`src/rtl/tts_pkg.sv`:
```
// shared types and constants for the text terminal screen engine
// no dependencies
`default_nettype none

package tts_pkg;

    // default grid geometry
    localparam int ROWS_DEF       = 25;
    localparam int COLS_DEF       = 80;
    localparam int TAB_SPACES_DEF = 4;

    // fixed field widths
    localparam int KIND_W      = 3;
    localparam int CHAR_W      = 8;
    localparam int ROW_IN_W    = 5;
    localparam int COL_IN_W    = 7;
    localparam int COLOR_W     = 4;
    localparam int INDEX_W     = 11;
    localparam int CFG_INDEX_W = 2;
    localparam int CFG_DATA_W  = 4;

    // item kinds
    localparam logic [KIND_W-1:0] KIND_PUT   = 3'd0;
    localparam logic [KIND_W-1:0] KIND_WRITE = 3'd1;
    localparam logic [KIND_W-1:0] KIND_MOVE  = 3'd2;
    localparam logic [KIND_W-1:0] KIND_CLEAR = 3'd3;
    localparam logic [KIND_W-1:0] KIND_READ  = 3'd4;

    // configuration register indexes
    localparam logic [CFG_INDEX_W-1:0] REG_DEFAULT_FG = 2'd0;
    localparam logic [CFG_INDEX_W-1:0] REG_DEFAULT_BG = 2'd1;

    // control characters
    localparam logic [CHAR_W-1:0] CH_NEWLINE   = 8'h0A;
    localparam logic [CHAR_W-1:0] CH_BACKSPACE = 8'h08;
    localparam logic [CHAR_W-1:0] CH_TAB       = 8'h09;
    localparam logic [CHAR_W-1:0] CH_SPACE     = 8'h20;
    localparam logic [CHAR_W-1:0] CH_BLANK     = 8'h00;

    // colors after reset
    localparam logic [COLOR_W-1:0] RESET_FG = 4'hF;
    localparam logic [COLOR_W-1:0] RESET_BG = 4'h0;

    typedef struct packed {
        logic [KIND_W-1:0]   kind;
        logic [CHAR_W-1:0]   char_code;
        logic [ROW_IN_W-1:0] row;
        logic [COL_IN_W-1:0] col;
        logic [COLOR_W-1:0]  fg_color;
        logic [COLOR_W-1:0]  bg_color;
    } in_item_t;

    typedef struct packed {
        logic [INDEX_W-1:0] cursor_index;
        logic [CHAR_W-1:0]  cell_char;
        logic [COLOR_W-1:0] cell_fg;
        logic [COLOR_W-1:0] cell_bg;
    } out_item_t;

    typedef struct packed {
        logic [COLOR_W-1:0] bg;
        logic [COLOR_W-1:0] fg;
        logic [CHAR_W-1:0]  ch;
    } cell_t;

    typedef enum logic [2:0] {
        WR_NONE      = 3'd0,
        WR_CUR_CHAR  = 3'd1,
        WR_CUR_BLANK = 3'd2,
        WR_ITEM      = 3'd3,
        WR_FILL      = 3'd4,
        WR_SCROLL    = 3'd5
    } wr_sel_t;

    typedef enum logic [1:0] {
        RD_NONE   = 2'd0,
        RD_ITEM   = 2'd1,
        RD_SCROLL = 2'd2
    } rd_sel_t;

    typedef enum logic [2:0] {
        CUR_HOLD    = 3'd0,
        CUR_ADVANCE = 3'd1,
        CUR_NEWLINE = 3'd2,
        CUR_BACK    = 3'd3,
        CUR_MOVE    = 3'd4,
        CUR_HOME    = 3'd5
    } cur_op_t;

    typedef struct packed {
        logic    load;
        wr_sel_t wr_sel;
        rd_sel_t rd_sel;
        cur_op_t cur_op;
        logic    fill_reset_colors;
        logic    cnt_clr;
        logic    cnt_inc;
        logic    tab_init;
        logic    tab_dec;
        logic    finish;
    } dp_cmd_t;

    typedef struct packed {
        logic [KIND_W-1:0] kind;
        logic              is_newline;
        logic              is_backspace;
        logic              at_last_col;
        logic              at_last_row;
        logic              fill_last;
        logic              scroll_last;
        logic              tab_last;
    } dp_stat_t;

endpackage

`default_nettype wire

```
`src/rtl/tts_ctrl.sv`:
```
// sequencer for the text terminal screen engine
// depends on tts_pkg
`default_nettype none

module tts_ctrl (
    input  wire logic             clk,
    input  wire logic             rst_n,
    input  wire logic             start,
    input  wire tts_pkg::dp_stat_t stat,
    output logic                  busy,
    output tts_pkg::dp_cmd_t      cmd
);

    typedef enum logic [7:0] {
        S_IDLE     = 8'b0000_0001,
        S_INIT     = 8'b0000_0010,
        S_DISPATCH = 8'b0000_0100,
        S_PUT      = 8'b0000_1000,
        S_BS2      = 8'b0001_0000,
        S_SCROLL   = 8'b0010_0000,
        S_CLEAR    = 8'b0100_0000,
        S_FINISH   = 8'b1000_0000
    } state_t;

    state_t state_reg;
    state_t state_next;

    always_ff @(posedge clk or negedge rst_n)
    begin
        if (!rst_n)
        begin
            state_reg <= S_INIT;
        end
        else
        begin
            state_reg <= state_next;
        end
    end

    always_comb
    begin
        state_next            = state_reg;
        busy                  = 1'b1;
        cmd.load              = 1'b0;
        cmd.wr_sel            = tts_pkg::WR_NONE;
        cmd.rd_sel            = tts_pkg::RD_NONE;
        cmd.cur_op            = tts_pkg::CUR_HOLD;
        cmd.fill_reset_colors = 1'b0;
        cmd.cnt_clr           = 1'b0;
        cmd.cnt_inc           = 1'b0;
        cmd.tab_init          = 1'b0;
        cmd.tab_dec           = 1'b0;
        cmd.finish            = 1'b0;

        case (state_reg)
            S_IDLE:
            begin
                busy = 1'b0;
                if (start)
                begin
                    cmd.load   = 1'b1;
                    state_next = S_DISPATCH;
                end
            end

            S_INIT:
            begin
                cmd.wr_sel            = tts_pkg::WR_FILL;
                cmd.fill_reset_colors = 1'b1;
                cmd.cnt_inc           = 1'b1;
                if (stat.fill_last)
                begin
                    state_next = S_IDLE;
                end
            end

            S_DISPATCH:
            begin
                case (stat.kind)
                    tts_pkg::KIND_PUT:
                    begin
                        cmd.tab_init = 1'b1;
                        if (stat.is_newline)
                        begin
                            cmd.cur_op = tts_pkg::CUR_NEWLINE;
                            if (stat.at_last_row)
                            begin
                                cmd.cnt_clr = 1'b1;
                                state_next  = S_SCROLL;
                            end
                            else
                            begin
                                state_next = S_FINISH;
                            end
                        end
                        else if (stat.is_backspace)
                        begin
                            cmd.wr_sel = tts_pkg::WR_CUR_BLANK;
                            cmd.cur_op = tts_pkg::CUR_BACK;
                            state_next = S_BS2;
                        end
                        else
                        begin
                            state_next = S_PUT;
                        end
                    end
                    tts_pkg::KIND_WRITE:
                    begin
                        cmd.wr_sel = tts_pkg::WR_ITEM;
                        state_next = S_FINISH;
                    end
                    tts_pkg::KIND_MOVE:
                    begin
                        cmd.cur_op = tts_pkg::CUR_MOVE;
                        state_next = S_FINISH;
                    end
                    tts_pkg::KIND_CLEAR:
                    begin
                        cmd.cur_op  = tts_pkg::CUR_HOME;
                        cmd.cnt_clr = 1'b1;
                        state_next  = S_CLEAR;
                    end
                    tts_pkg::KIND_READ:
                    begin
                        cmd.rd_sel = tts_pkg::RD_ITEM;
                        state_next = S_FINISH;
                    end
                    default:
                    begin
                        state_next = S_FINISH;
                    end
                endcase
            end

            S_PUT:
            begin
                cmd.wr_sel = tts_pkg::WR_CUR_CHAR;
                if (!stat.at_last_col)
                begin
                    cmd.cur_op = tts_pkg::CUR_ADVANCE;
                end
                else
                begin
                    cmd.cur_op = tts_pkg::CUR_NEWLINE;
                end

                if (stat.at_last_col && stat.at_last_row)
                begin
                    cmd.cnt_clr = 1'b1;
                    state_next  = S_SCROLL;
                end
                else if (stat.tab_last)
                begin
                    state_next = S_FINISH;
                end
                else
                begin
                    cmd.tab_dec = 1'b1;
                end
            end

            S_BS2:
            begin
                cmd.wr_sel = tts_pkg::WR_CUR_BLANK;
                state_next = S_FINISH;
            end

            S_SCROLL:
            begin
                cmd.wr_sel  = tts_pkg::WR_SCROLL;
                cmd.rd_sel  = tts_pkg::RD_SCROLL;
                cmd.cnt_inc = 1'b1;
                if (stat.scroll_last)
                begin
                    if (stat.tab_last)
                    begin
                        state_next = S_FINISH;
                    end
                    else
                    begin
                        cmd.tab_dec = 1'b1;
                        state_next  = S_PUT;
                    end
                end
            end

            S_CLEAR:
            begin
                cmd.wr_sel  = tts_pkg::WR_FILL;
                cmd.cnt_inc = 1'b1;
                if (stat.fill_last)
                begin
                    state_next = S_FINISH;
                end
            end

            S_FINISH:
            begin
                cmd.finish = 1'b1;
                state_next = S_IDLE;
            end

            default:
            begin
                state_next = S_INIT;
            end
        endcase
    end

endmodule

`default_nettype wire

```
`config.mk`:
```
export PLATFORM = sky130hd
export DESIGN_NAME = tts_ctrl
export DESIGN_NICKNAME = d
export VERILOG_FILES = /design/src/rtl/tts_pkg.sv /design/src/rtl/tts_ctrl.sv
export SDC_FILE = /design/constraint.sdc
export NUM_CORES = 1
export LEC_CHECK = 0
export BUFFER_PORTS_ARGS = -buffer_cell sky130_fd_sc_hd__buf_2
export CAP_MARGIN = 15
export CORE_MARGIN = 4
export CORE_UTILIZATION = 50
export DETAILED_ROUTE_END_ITERATION = 8
export PLACE_DENSITY = 0.81
export SYNTH_ARGS = -nofsm -noshare
export SYNTH_HDL_FRONTEND = slang
export SYNTH_SLANG_ARGS = --single-unit
```
`constraint.sdc`:
```
create_clock -name clk -period 3.25 [get_ports clk]
set_clock_uncertainty 0.15 [all_clocks]
set_input_delay 0.1625 -clock clk [delete_from_list [all_inputs] [get_ports clk]]
set_output_delay 0.1625 -clock clk [all_outputs]
set_load 0.02 [all_outputs]
```
# [Yosys cells after proc, flatten, opt, wreduce, memory -nomap -nowiden]
# Cells that the tools add are included.
[totals] register_bits=8 output_inout_bits=16 elab_cells=63
[classes] eq_ne=17 muxes=40 reduce_logical=5
[ops] cell="$mux 8" n=9
[ops] cell="$pmux 8 s8" n=1
[ops] cell="$pmux 8 s2" n=1
[ops] cell="$mux 1" n=15
[ops] cell="$pmux 3 s5" n=1
[ops] cell="$pmux 3 s2" n=2
[ops] cell="$mux 2" n=5
[ops] cell="$pmux 3 s3" n=1
[ops] cell="$eq 8x1->1 const B" n=1
[ops] cell="$eq 8x2->1 const B" n=1
[ops] cell="$eq 8x3->1 const B" n=1
[ops] cell="$eq 8x4->1 const B" n=1
[ops] cell="$eq 8x5->1 const B" n=1
[ops] cell="$eq 8x6->1 const B" n=1
[ops] cell="$eq 8x7->1 const B" n=1
[ops] cell="$eq 8x8->1 const B" n=1
[ops] cell="$ne 2x2->1 const B" n=4
[ops] cell="$eq 3x2->1 const B" n=2
[ops] cell="$pmux 1 s2" n=3
[ops] cell="$mux 5" n=1
[ops] cell="$reduce_and 5->1" n=1
[ops] cell="$pmux 2 s2" n=1
[ops] cell="$eq 3x1->1 const B" n=1
[ops] cell="$eq 3x3->1 const B" n=1
[ops] cell="other kinds (5)" n=5

# [Depth between registers and ports, before layout]
# Gate-level depths: netlist (run 1).
[depth] word_depth=4 depth_mapped=6 ltp_nobuf=5

# [Least setup slack after synthesis (run 1)]
# OpenSTA, ideal clock, no wires.
[synth_timing] path_kind="register to output" startpoint="register state_reg[6]" endpoint="output port cmd[12] (netlist bit)" arrival_time_ps=1689 t_required_ps=2938 setup_slack_ps=1249 stages_incl_launch_ff=6 path_cell_list="dfrtp_1 > buf_2 > nor4_2 > and2_1 > nand3_1 > o31ai_1"
[synth_rtl] item="start: declaration" line_no="tts_ctrl.sv:25" rtl="state_t state_reg;"
[synth_rtl] item="start signal: assignment" line_no="tts_ctrl.sv:36" rtl="state_reg <= state_next;"
[synth_rtl] item="end: declaration" line_no="tts_ctrl.sv:11" rtl="output tts_pkg::dp_cmd_t cmd"

==> results of run 1 <==
==> layout make-up <==
class / count / area [um^2]
multi-input combinational: 78 / 513
fill: 123 / 428
sequential: 8 / 201
timing repair buffer: 30 / 160
clock buffer: 4 / 26.3
inverter: 5 / 18.8
tap: 15 / 18.8
==> path summary, 6_finish.rpt <==
kind                              start  depth (start not counted)      endpoint
setup / recovery           state_reg[6]                          6        cmd[4]
setup reg to reg           state_reg[3]                          4  state_reg[0]
min in group asynchronous         rst_n                          2  state_reg[2]
hold / removal                  stat[1]                          2  state_reg[5]
max in group asynchronous         rst_n                          2  state_reg[1]
hold reg to reg            state_reg[1]                          1  state_reg[1]
==> cells by family after synthesis <==
group,Yosys count
flip-flops,8
buffers and inverters,9
AO/OA/AOI/OAI,23
AND/OR/NAND/NOR,52
XOR/XNOR,3
==> through the flow <==
stage / cells / area [um^2] / setup slack [ns] / hold slack [ns] / util [%]
floorplan: 95 / 762 / 1.25 / -0.283 / -
global placement: 134 / 892 / 1.36 / -0.144 / 65.3
detailed placement: 134 / 892 / 1.29 / -0.135 / 65.3
CTS: 140 / 938 / 1.01 / 0.0341 / 68.7
global route: 140 / 938 / 0.849 / 0.0548 / 68.7
finish: 140 / 938 / 1.00 / 0.0317 / 68.7
==> cell usage in the layout (no fill, tap or decap), drive strengths merged, types with 2 or more instances in the layout <==
master       netlist  layout
o21ai              6       6
and4b              3       3
a31oi              2       2
clkbuf             0       4
nor2              12      12
inv                5       5
and2               2       2
nor4               3       3
a21oi              2       2
dlygate4sd3        0       2
xor2               2       2
o22ai              3       3
and3               3       3
nand3              5       5
nand4b             2       2
a32o               2       2
dfrtp              7       7
o31ai              2       2
nand2             14      14
buf                4      28
nor2b              4       4
==> routing by layer <==
layer  track usage (%)  share of wire [%]  routed length [um]  vias up
met4              8.29                1.3                  29        0
li1                  -                  -                   -      410
met2              37.9                 49                1060       33
met3              1.15                5.9                 126        4
met1              32.3                 44                 939      401
met5                 0                  0                   0        -
==> timing repair <==
action / 4_1_cts / 5_1_grt
hold endpoints to repair: 9 / 0
resized for setup: 0 / 0
buffers inserted: 0 / 0
hold buffers: 2 / 0
endpoints found under the setup margin: 0 / 0
==> critical path: stages, from the launching register on <==
cell and delay, ns:
dfrtp_1 0.49, nor4_2 0.30, and2_1 0.25, nand3_1 0.17
o21ai_1 0.18, a32o_1 0.13, buf_2 0.15
==> where the power goes <==
| part | internal (mW) | switching (mW) | total (mW) | leakage [nW] |
|---|---|---|---|---|
| Combinational | 0.109 | 0.165 | 0.274 | 0.372 |
| Clock | 0.0473 | 0.0387 | 0.0860 | 0.0150 |
| Sequential | 0.121 | 0.0388 | 0.160 | 0.107 |
| Total | 0.277 | 0.243 | 0.520 | 0.493 |
==> flow_summary_export.csv, run 1 <==
group,metric,value,unit
outcome,status,"finished clean",
sta,max_freq,0.445,GHz
layout,num_antenna_cells,0,
die,rows,13,
sta,setup_violations,0,
die,die_h,47.0,um
pwr,p_per_area,554,mW/mm^2
logic_synthesis,synth_top_area_share,23.0,%
clocking,clk_latency,0.26,ns
die,initial_core_util,55.8,%
min_path,hold_class,"input port to flip-flop",
setup_path,critPathCaptureType,"primary output",
route,wl,2150,um
global_route,grt_pass1_vias,777,
setup_path,crit_fanout,8,
logic_synthesis,synth_seq_area_share,26.4,%
setup_path,crit_type,"flip-flop to primary output",
logic_synthesis,yosys_warnings,0,
logic_synthesis,yosysUniqueCellTypes,38,
die,die-area,0.00221,mm^2
sta,final.setup.tns,0,ns
run,drv_cap,0,
sta,finalCritPeriodShare,69.1,%
sta,rsz0062_at_grt,"no",
clocking,cts.sinks,8,
sta,period_minus_slack,2.25,ns
logic_synthesis,synth_ff_type,"dfrtp_1",
setup_path,arrival,1.93,ns
clocking,ctsLongestPathBuffers,2,
global_route,grt.overflow.total,0,
logic_synthesis,syn_avg_cell_area,8.02,um^2
logic_synthesis,synth_edf_count,0,
global_route,grt_max_degree,9,
logic_synthesis,synth_xor_area_share,3.45,%
logic_synthesis,async_reset_ff_share,100,%
logic_synthesis,muxShareOfSynthArea,0,%
pwr,ir_drop,0.406,mV
layout,syn_to_final_growth,23.2,%
layout,largest_reg_flops,8,
layout,drive_above_1_share,31.2,%
route,drtIter0Drc,47,
route,wire_per_inst,15.4,um
place,port_buffers,28,
route,final_antenna_net_count,0,
clocking,htree_levels,1,
logic_synthesis,synth.most_common_cell,"nand2_1",
logic_synthesis,netlist_instances,95,
sta,tightest_slew,0.379,ns
logic_synthesis,ys_ff_latch,8,
logic_synthesis,syn-num-nets,108,
global_route,track_usage,23.2,%
layout,finish.net_count,139,
logic_synthesis,syn-cell-area,762,um^2
clocking,clkTransAtPathRegs,0.06,ns
route,vias,848,
pwr,p_total,0.520,mW
sta,slew_headroom,74.7,%
logic_synthesis,ys_top_cells_by_area,"dfrtp_1, nand2_1, nor4_4",
logic_synthesis,synth-simple-area-share,42.7,%
global_route,grt_first_pass_wirelength,3610,um
setup_path,reg2reg_slack,1.28,ns
place,dp_hpwl,1740,um
pwr,leakagePower,0.493,nW
setup_path,critPathRequiredTime,2.94,ns
route,route.detailed.drc,0,
logic_synthesis,synthAdderAreaFrac,0,%
logic_synthesis,synth-compound-area-share,21.2,%
die,io_pins,29,
logic_synthesis,synth_common_cells,"nand2_1, nor2_1, dfrtp_1",
die,die_x,47.0,um
logic_synthesis,synth_top_cell_by_area,"dfrtp_1",
logic_synthesis,synth_top_family_by_area,"simple AND/OR/NAND/NOR gates",
route,drtPass1Iterations,5,
sta,hold_viol_final,0,
clocking,root_buffer,"clkbuf_4",
sta,drv_slew,0,
setup_path,startpoint_type,"flip-flop",
place,gp_congestion,0.840,
die,fp.coreArea,0.00137,mm^2
clocking,cts_tree,"built",
clocking,cts_buffers,3,
global_route,antenna_found_initial,0,
route,routed_via_density,6.06,
Note: power is estimated with default switching activity, not from simulation.
==> run 2: changes to the inputs <==
--- a/config.mk
+++ b/config.mk
@@ -8,9 +8,9 @@
 export BUFFER_PORTS_ARGS = -buffer_cell sky130_fd_sc_hd__buf_2
 export CAP_MARGIN = 15
 export CORE_MARGIN = 4
-export CORE_UTILIZATION = 50
+export CORE_UTILIZATION = 43
 export DETAILED_ROUTE_END_ITERATION = 8
-export PLACE_DENSITY = 0.81
+export PLACE_DENSITY = 0.74
 export SYNTH_ARGS = -nofsm -noshare
 export SYNTH_HDL_FRONTEND = slang
 export SYNTH_SLANG_ARGS = --single-unit
==> constraint.sdc (replaced) <==
create_clock -name clk -period 1.95 [get_ports clk]
set_clock_uncertainty 0.15 [all_clocks]
set_input_delay 0.0975 -clock clk [delete_from_list [all_inputs] [get_ports clk]]
set_output_delay 0.0975 -clock clk [all_outputs]
set_load 0.02 [all_outputs]
==> run 2 against run 1 <==
Against the previous run: the run now ends with setup timing left; via count grew 17%; clock-buffer cell count is the same; final cell count grew 20%; flip-flop and latch count is the same.
==> flow_summary_export.csv, run 2 (synthesis results as in run 1) <==
group,metric,value,unit
die,io_pins,29,
clocking,cts.sinks,8,
layout,drive_above_1_share,52.8,%
setup_path,crit_fanout,7,
setup_path,startpoint_type,"flip-flop",
pwr,ir_drop,0.721,mV
global_route,grt_max_degree,9,
layout,finish.net_count,158,
setup_path,reg2reg_slack,0.05,ns
place,post-place-ws,0.0354,ns
setup_path,slowest_delay,0.41,ns
pwr,leakagePower,0.608,nW
setup_path,path_cells,"buf_4 > nor2_1 > and3_4 > nand2_1 > o211ai_1 > buf_4",
place,dp_hpwl,1700,um
route,vias,989,
route,drtPass1Iterations,4,
die,initial_core_util,47.8,%
sta,hold_viol_final,0,
sta,slew_headroom,72.3,%
place,port_buffers,28,
layout,num_antenna_cells,0,
die,fp.coreArea,0.00159,mm^2
global_route,antenna_found_initial,0,
sta,whs,0.0464,ns
route,final_antenna_net_count,0,
min_path,hold_class,"input port to asynchronous set/reset pin",
sta,rsz0062_at_grt,"yes",
die,rows,14,
outcome,status,"finished with violations",
clocking,clk_latency,0.28,ns
setup_path,critPathSlowestCell,"dfrtp_1",
layout,layout_commonest_cell,"buf_2",
layout,final_area,0.00123,mm^2
layout,utilization,76.9,%
sta,period_minus_slack,2.10,ns
die,die_x,50.1,um
die,die_h,50.1,um
sta,tightest_slew,0.415,ns
layout,syn_to_final_growth,60.9,%
setup_path,crit_type,"flip-flop to primary output",
route,route.detailed.drc,0,
clocking,clkTransAtPathRegs,0.07,ns
setup_path,critPathRequiredTime,1.70,ns
outcome,violations,"setup timing",
sta,final.setup.tns,-0.441,ns
clocking,cts_buffers,3,
global_route,track_usage,23.1,%
route,wire_per_inst,17.4,um
global_route,grt_pass1_vias,944,
route,routed_via_density,5.89,
layout,largest_reg_flops,8,
setup_path,arrival,1.85,ns
setup_path,critPathCaptureType,"primary output",
clocking,cts_tree,"built",
clocking,ctsLongestPathBuffers,2,
place,post_dp_cell_area,933,um^2
sta,setup_ws,-0.148,ns
clocking,root_buffer,"clkbuf_4",
sta,max_freq,0.477,GHz
sta,finalCritPeriodShare,108,%
sta,setup_violations,7,
setup_path,crit_top_cell,"buf_4",
sta,drv_slew,0,
route,drtIter0Drc,58,
pwr,p_per_area,877,mW/mm^2
place,gp_congestion,0.858,
route,wl,2930,um
die,die-area,0.00251,mm^2
global_route,grt_first_pass_wirelength,4350,um
global_route,grt.overflow.total,0,
clocking,htree_levels,1,
layout,final_cell_mix,"buf_2, buf_4, nand2_1",
run,drv_cap,0,
-- run 2: cell count changes in the layout (fill, tap and decap cells not counted), moves of 3 or more --
| cell | previous run | this run |
|---|---|---|
| buf_4 | 0 | 18 |
| dfrtp_1 | 7 | 4 |
| dfrtp_2 | 0 | 3 |
| buf_2 | 28 | 21 |
| nor2_1 | 11 | 8 |
| buf_6 | 0 | 6 |
-- run 2: worst paths after layout --
check | startpoint | to | cells after the start
max | state_reg[3] | cmd[11] | 6
min | rst_n | state_reg[5] | 2
max reg2reg | state_reg[4] | state_reg[3] | 7
min reg2reg | state_reg[1] | state_reg[1] | 2
max in group asynchronous | rst_n | state_reg[1] | 2
min in group clk | stat[7] | state_reg[6] | 3
-- run 2: metal layers --
| layer | part of all wire, % | GRT usage (%) | vias to the layer above | wire, um |
|---|---|---|---|---|
| li1 | - | - | 451 | - |
| met1 | 38 | 27.1 | 455 | 1130 |
| met2 | 48 | 37.6 | 69 | 1400 |
| met3 | 8.3 | 3.61 | 14 | 244 |
| met4 | 5.2 | 16.6 | 0 | 151 |
| met5 | 0 | 0 | - | 0 |
-- run 2: cell type report --
cell class | count | area (um^2)
Multi-Input combinational cell | 78 | 598
Inverter | 5 | 18.8
Tap cell | 24 | 30.0
Fill cell | 106 | 368
Timing Repair Buffer | 49 | 348
Clock buffer | 4 | 26.3
Sequential cell | 8 | 205
-- run 2: through the flow --
stage | total power [mW] | cells
2_1_floorplan | 0.588 | 95
3_3_place_gp | 0.710 | 147
3_5_place_dp | 0.718 | 147
4_1_cts | 0.981 | 166
5_1_grt | 1.13 | 168
6_report | 1.08 | 168
-- run 2: critical path: cells and delay by family (launching register included) --
kind	cells	cell delay (ns)
simple gates	3	0.66
flops	1	0.41
compound gates	1	0.16
buf+inv	2	0.35
-- run 2: repair_timing --
item	CTS	global route
hold endpoints to repair	11	0
hold buffers	4	0
setup buffers	11	2
gates resized for setup	16	21
endpoints found under the setup margin	9	15
pin swaps	8	5
-- run 2: report_power, final --
part | total (mW) | internal, mW | switching [mW]
logic | 0.673 | 0.306 | 0.367
registers | 0.245 | 0.202 | 0.0436
clock network | 0.158 | 0.0794 | 0.0787
total | 1.08 | 0.587 | 0.489
==> run 3: changes to the inputs <==
--- a/config.mk
+++ b/config.mk
@@ -7,10 +7,13 @@
 export LEC_CHECK = 0
 export BUFFER_PORTS_ARGS = -buffer_cell sky130_fd_sc_hd__buf_2
 export CAP_MARGIN = 15
+export CORE_ASPECT_RATIO = 0.75
 export CORE_MARGIN = 4
 export CORE_UTILIZATION = 43
 export DETAILED_ROUTE_END_ITERATION = 8
+export GPL_ROUTABILITY_DRIVEN = 0
 export PLACE_DENSITY = 0.74
+export SKIP_CTS_REPAIR_TIMING = 1
 export SYNTH_ARGS = -nofsm -noshare
 export SYNTH_HDL_FRONTEND = slang
 export SYNTH_SLANG_ARGS = --single-unit
==> run 3 against run 2 <==
Against the previous run: critical endpoint unchanged; first-iteration DRC count down 14%; critical path type unchanged; clock power down 13%; die area up 0.27%; global-route usage down 5.6 points; worst setup slack worse by 0.0012 ns; total power up 2.0%; cell area down 0.10%; flip-flop and latch count unchanged; the run still ends with setup timing left; wire length down 4.8%; combinational power up 4.9%; clock-buffer cell count unchanged.
==> flow_summary_export.csv, run 3 (synthesis results as in run 1) <==
group,metric,value,unit
sta,drv_slew,0,
setup_path,startpoint_type,"flip-flop",
sta,slew_headroom,75.4,%
outcome,violations,"setup timing",
layout,finish.net_count,160,
clocking,root_buffer,"clkbuf_4",
layout,nFillCells,99,
sta,hold_viol_final,0,
pwr,p_clk_share,12.6,%
die,fp.coreArea,0.00158,mm^2
setup_path,critPathSlowestCell,"dfrtp_2",
setup_path,rr_endpoint,"state_reg[0]",
global_route,grt_max_degree,9,
layout,seqCellArea,204,um^2
pwr,ir_drop,0.781,mV
pwr,p_per_area,896,mW/mm^2
layout,layout_commonest_cell,"buf_4",
die,io_pins,29,
min_path,hold_class,"input port to asynchronous set/reset pin",
sta,max_freq,0.476,GHz
setup_path,r2r-start,"state_reg[4]",
pwr,pwr-share-seq,23.1,%
sta,tightest_slew,0.366,ns
route,vias,980,
setup_path,crit_family,"simple AND/OR/NAND/NOR gates",
global_route,grt_pass1_vias,711,
clocking,clkTransAtPathRegs,0.06,ns
die,rows,12,
route,wire_per_inst,16.7,um
place,dp_hpwl,1740,um
clocking,ctsLongestPathBuffers,2,
pwr,p_int,0.613,mW
layout,syn_to_final_growth,60.8,%
clocking,htree_levels,1,
sta,setup_ws,-0.149,ns
sta,setup_violations,9,
layout,utilization,77.7,%
die,die_x,56.6,um
pwr,p_comb_share,64.4,%
sta,rsz0062_at_grt,"yes",
setup_path,crit_fanout,5,
die,initial_core_util,48.3,%
route,final_antenna_net_count,0,
layout,largest_reg_flops,8,
setup_path,critPathRequiredTime,1.70,ns
setup_path,critPathBufInv,1,
route,route.detailed.drc,0,
clocking,cts.sinks,8,
setup_path,crit_type,"flip-flop to primary output",
setup_path,ff2ff_path_depth,6,
global_route,grt.overflow.total,0,
setup_path,reg2reg_slack,0.04,ns
clocking,cts_tree,"built",
global_route,grt_first_pass_wirelength,3330,um
pwr,swShare,44.1,%
route,drtIter0Drc,50,
global_route,antenna_found_initial,0,
run,drv_cap,0,
die,die-area,0.00252,mm^2
setup_path,arrival,1.85,ns
setup_path,path_cells,"nor4_4 > and2_4 > and3_4 > nand2_2 > o211ai_1 > buf_4",
die,die_h,44.5,um
sta,finalCritPeriodShare,108,%
route,drtPass1Iterations,4,
setup_path,critPathCaptureType,"primary output",
place,post-place-ws,0.0267,ns
setup_path,slowest_delay,0.44,ns
clocking,clk_latency,0.25,ns
layout,drive_above_1_share,50.7,%
outcome,status,"finished with violations",
route,routed_via_density,5.87,
place,port_buffers,28,
sta,final.setup.tns,-0.467,ns
global_route,track_usage,17.5,%
layout,num_antenna_cells,0,
clocking,cts_buffers,3,
sta,period_minus_slack,2.10,ns
route,wl,2790,um
layout,multiInputGateArea,577,um^2
pwr,switchingPower,0.484,mW
sta,whs,0.0685,ns
layout,final_cell_mix,"buf_4, buf_2, nand2_1",
pwr,leakagePower,0.618,nW
==> run 3: cell count changes in the layout (fill, tap and decap cells not counted), moves of 2 or more <==
| cell | delta |
|---|---|
| nor2b_2 | -2 |
| nor2_1 | +2 |
| nor2_2 | -2 |
| buf_4 | +6 |
| o21ai_1 | +2 |
| buf_2 | -4 |
| nor2b_1 | +2 |
==> run 3: per-stage QoR <==
stage	std cells	power, mW	cell area, um^2
final	167	1.10	1220
after detailed placement	145	0.730	937
after floorplan	95	0.588	762
after global placement	145	0.716	937
after global routing	167	1.14	1220
after CTS	149	0.873	963
==> run 3: how the worst max path moves through the flow <==
| stage | from | to | slack [ns] | cells after the start |
|---|---|---|---|---|
| global placement | state_reg[7] | cmd[4] | 0.15 | 6 |
| global route | state_reg[4] | cmd[11] | -0.21 | 6 |
| detailed placement | state_reg[7] | cmd[11] | 0.03 | 6 |
| floorplan | state_reg[6] | cmd[12] | 0.01 | 5 |
| CTS | state_reg[7] | cmd[11] | -0.26 | 6 |
| finish | state_reg[4] | cmd[11] | -0.15 | 6 |
==> run 3: power groups by stage <==
stage / clock, mW / sequential, mW / combinational [mW]
finish: 0.138 / 0.253 / 0.706
global route: 0.152 / 0.254 / 0.735
CTS: 0.143 / 0.260 / 0.471
detailed placement: 0 / 0.262 / 0.468
global placement: 0 / 0.260 / 0.456
floorplan: 0 / 0.221 / 0.367
==> run 3: area by class of cell <==
cell class	count	area share (%)
clock buffer	4	2.15
inverter	5	1.53
multi-input combinational	78	47.1
sequential	8	16.6
tap	21	2.15
timing repair buffer	51	30.4
==> run 3: routing by layer <==
metal	track usage [%]	up-vias	part of all wire, %
li1	-	455	-
met4	4.27	0	0.36
met3	4.66	2	8.7
met5	0	-	0
met2	25.3	56	49
met1	25.6	467	42
